**config.mk**
```make
export PLATFORM = sky130hd
export DESIGN_NAME = mbds_ram
export DESIGN_NICKNAME = d
export VERILOG_FILES = /design/src/mbds_ram.sv
export SDC_FILE = /design/constraint.sdc
export NUM_CORES = 1
export LEC_CHECK = 0
export BUFFER_PORTS_ARGS = -buffer_cell sky130_fd_sc_hd__buf_2
export CAP_MARGIN = 20
export CORE_UTILIZATION = 54
export CTS_CLUSTER_DIAMETER = 120
export DETAILED_ROUTE_END_ITERATION = 8
export PLACE_DENSITY = 0.74
export SYNTH_ARGS = -nofsm -noshare
export SYNTH_HDL_FRONTEND = slang
export SYNTH_SLANG_ARGS = --single-unit
export TNS_END_PERCENT = 20
```
**constraint.sdc**
```tcl
create_clock -name clk -period 1.8 [get_ports clk]
set_input_delay 0.45 -clock clk [delete_from_list [all_inputs] [get_ports clk]]
set_output_delay 0.45 -clock clk [all_outputs]
set_load 0.05 [all_outputs]
```
**src/mbds_ram.sv**
```systemverilog
// Generic simple dual-port RAM: one write port, one read port, registered read.
// No dependencies.
`default_nettype none

module mbds_ram #(
    parameter int WIDTH = 8,
    parameter int DEPTH = 16
) (
    input  wire logic                     clk,
    input  wire logic                     wr_en,
    input  wire logic [$clog2(DEPTH)-1:0] wr_addr,
    input  wire logic [WIDTH-1:0]         wr_data,
    input  wire logic                     rd_en,
    input  wire logic [$clog2(DEPTH)-1:0] rd_addr,
    output logic      [WIDTH-1:0]         rd_data
);

    logic [WIDTH-1:0] mem [DEPTH];

    always_ff @(posedge clk)
    begin
        if (wr_en)
            mem[wr_addr] <= wr_data;
    end

    always_ff @(posedge clk)
    begin
        if (rd_en)
            rd_data <= mem[rd_addr];
    end

endmodule

`default_nettype wire

```
# After elaboration in Yosys (flattened, before gate mapping)
# Memory sizes are Yosys's and may differ from the RTL's. A register that Yosys moved wholly into a read port is not among the register bits.
# Cells that the tools add are included.
[totals]
inputBits = 19
register_bits = 0
output_inout_bits = 8
mem_count = 1
ramBits = 128
[classes]
muxes = 2
[memory_table]
columns = ["name", "depth", "word_bits", "rd", "rd_ports_with_merged_regs", "wr", "line", "rtl"]
rows = [
  ["mem", 16, 8, 1, 1, 1, "18", "logic [WIDTH-1:0] mem [DEPTH];"],
]
[ops]
columns = ["op", "count"]
rows = [
  ["$mux 1", 2],
]

# Depth between registers and ports, before layout
[logic_depth]
depth_word = 2
depth_mapped = 5
ltp_nobuf = 3

# Worst setup path after synthesis
# No wires, ideal clock.
[synth_timing]
kind = "in2reg"
start = "in wr_addr[2]"
end = "mem mem[0][0], enable pin"
slack_ns = -0.143
arrival_ns = 1.560
stages = 2
path_buffers = 0
path_cell_list = "or3b_2 nor3_1"
[synth_lines]
columns = ["element", "line", "rtl"]
rows = [
  ["from (decl)", "11", "input wire logic [$clog2(DEPTH)-1:0] wr_addr,"],
  ["to (decl)", "18", ""],
]
# No word-level cell before the write port.

# Final worst setup path
[layout_timing]
start = "reg rd_data[5] (read register of mem)"
end = "out rd_data[5]"
[layout_lines]
columns = ["element", "line", "rtl"]
rows = [
  ["from (decl)", "15", "output logic [WIDTH-1:0] rd_data"],
]
# No word-level cell between the ends.

==> impl_metrics.csv <==
group,metric,value,unit
status,status,"finished clean",
worst_setup_path,crit_fanout,1,
routing,wirelength,10000,µm
power_and_ir_drop,p_per_area,1180,nW/µm²
die,dieArea,10100,µm²
placement,dp.final_hpwl,6040,µm
timing,skew,0.0114,ns
worst_setup_path,crit_path_start,"rd_data[5]",
min_path,hold_path_class,"primary input to flop",
worst_setup_path,cp_num_cells,1,
final_layout,antennaDiodeCount,0,
global_route,grt-ovfl-total,0,
clock_network,path_clk_slew,0.06,ns
worst_setup_path,path_buf_inv,1,
worst_setup_path,startpoint_type,"flop",
routing,highest_layer,"met4",
routing,num_vias,2532,
die,die-height,100,µm
final_layout,layout.nets,307,
routing,wire_per_inst,23.3,µm
die,io_pins,27,
clock_network,cts_resized,0,
final_layout,stdcell_area,6270,µm²
flow_run,cap_violations,0,
timing,report.final.slew_viol_count,0,
worst_setup_path,slowest_delay,0.38,ns
routing,met1_length,4080,µm
routing,first_pass_iters,4,
timing,rsz0062_at_grt,"false",
global_route,grt_usage,0.223,
clock_network,cts_buffers,17,
yosys,yosysWarnings,0,
worst_setup_path,crit_type,"flop to primary output",
timing,fmax,615,MHz
worst_setup_path,r2r_cells,3,
routing,wl_met2,5220,µm
die,start_util,0.560,
clock_network,postCtsSetupRepairBufs,0,
global_route,antenna_found_initial,0,
worst_setup_path,worst_ep_arrival_time,1.18,ns
routing,routed_via_density,5.89,
routing,drc,0,
min_path,holdPathStages,1,
worst_setup_path,critPathSlowestCell,"edfxtp_1",
die,rows,35,
timing,hold_viol,0,
final_layout,final_cell_mix,"edfxtp_1 (136), buf_2 (26), buf_4 (19)",
clock_network,clock-sinks,136,
yosys,synth_cell_types,18,
placement,portBuffers,26,
yosys,synth.avg_cell_area,22.8,µm²
power_and_ir_drop,leakagePower,0.00214,µW
yosys,synth.cell_area,5230,µm²
yosys,synth_nets,248,
worst_setup_path,rr_startpoint,"mem[2][6]",
min_path,min_from,"rd_en",
timing,layout_min_cycle_time,1.63,ns
power_and_ir_drop,ir_drop,0.000671,V
worst_setup_path,end_kind,"primary output",
final_layout,drive_above_1_share,0.336,
yosys,synth-seq-area-share,0.781,
global_route,grt_pass1_vias,2633,
timing,tightestPinTransition,0.676,ns
worst_setup_path,crit_family,"flip-flops",
worst_setup_path,regToRegSetupSlack,0.26,ns
final_layout,mostFrequentLayoutCell,"edfxtp_1",
power_and_ir_drop,p_total,7390,µW
timing,finalSetupViolations,0,
global_route,grt_pass1_wl,15300,µm
clock_network,cts_max_path_buffers,2,
clock_network,cts.hold.buffers_added,0,
placement,gp_congestion,0.767,
yosys,ys_ff_latch,136,
die,die_x,100,µm
routing,ant_nets,0,
placement,dpl_cell_area,5680,µm²
timing,slew_headroom,0.548,
routing,dr_wl_met3,586,µm
worst_setup_path,required,1.35,ns
final_layout,area_delta_synth_final,20.0,%
worst_setup_path,crit_chain,"buf_2",
clock_network,cts.htree.levels,4,
die,core_area,9330,µm²
clock_network,root_buffer,"clkbuf_8",
clock_network,cts_tree,"done",
yosys,syn_inst,229,
routing,drt_iter0_markers,184,
clock_network,clk_latency,0.52,ns
global_route,grt_max_degree,18,
timing,period_share,0.903,
through the flow:
stage	TNS [ns]	hold WS (ns)	setup WS (ns)	util	instances
4_1_cts	0	0.285	0.148	0.672	430
2_1_floorplan	0	0.549	0.0676	-	229
6_report	0	0.295	0.174	0.672	430
5_1_grt	0	0.287	0.148	0.672	430
3_5_place_dp	-1.20	0.746	-0.220	0.609	398
3_3_place_gp	-1.10	0.740	-0.207	0.609	398
where the power goes:
group / switching [µW] / leakage, µW / internal [µW] / total [µW]
clock network: 1290 / 0.000278 / 2110 / 3400
logic: 240 / 0.000622 / 155 / 395
registers: 20.2 / 0.00124 / 3570 / 3590
area by class of cell:
cell class                 count  area, µm²
multi-input combinational     83       1060
clock buffer                  17        414
fill                         562       3060
clock inverter                15        178
sequential                   136       4080
tap                          129        161
timing repair buffer          50        373
layer usage:
metal,GRT usage,vias to the layer above
met2,0.371,115
li1,-,1102
met1,0.288,1302
met5,0,-
met4,0.0970,0
met3,0.0467,13
synthesized netlist by cell type:
| master | number | share of area |
|---|---|---|
| and2_1 | 1 | 0.0012 |
| nor2_1 | 13 | 0.0093 |
| nor3_1 | 4 | 0.0038 |
| and2b_1 | 1 | 0.0014 |
| clkdlybuf4s25_2 | 3 | 0.0057 |
| nand2_1 | 9 | 0.0065 |
| buf_2 | 3 | 0.0029 |
| buf_6 | 3 | 0.0065 |
| nor2b_1 | 1 | 0.0012 |
| mux4_2 | 18 | 0.078 |
| nand3_1 | 1 | 0.00096 |
| nand2b_1 | 2 | 0.0024 |
| nand3b_1 | 2 | 0.0029 |
| edfxtp_1 | 136 | 0.78 |
| or3b_2 | 1 | 0.0017 |
| mux4_1 | 14 | 0.070 |
| buf_4 | 1 | 0.0014 |
| a22oi_1 | 16 | 0.023 |
final timing paths:
check	endpoint
max	rd_data[5]
min	rd_data[0]
max reg2reg	rd_data[6]
min reg2reg	rd_data[0]
cell families after synthesis:
logic type | share of synthesized area
AOI/OAI and AO/OA | 0.0230
muxes | 0.148
and+or+nand+nor | 0.0314
DFF | 0.781
buffers and inverters | 0.0165
flip-flops by register name, summed over array words and instances (netlist names):
signal and flops:
rd_data 8, mem 128
Note: power is estimated with default switching activity, not from simulation.
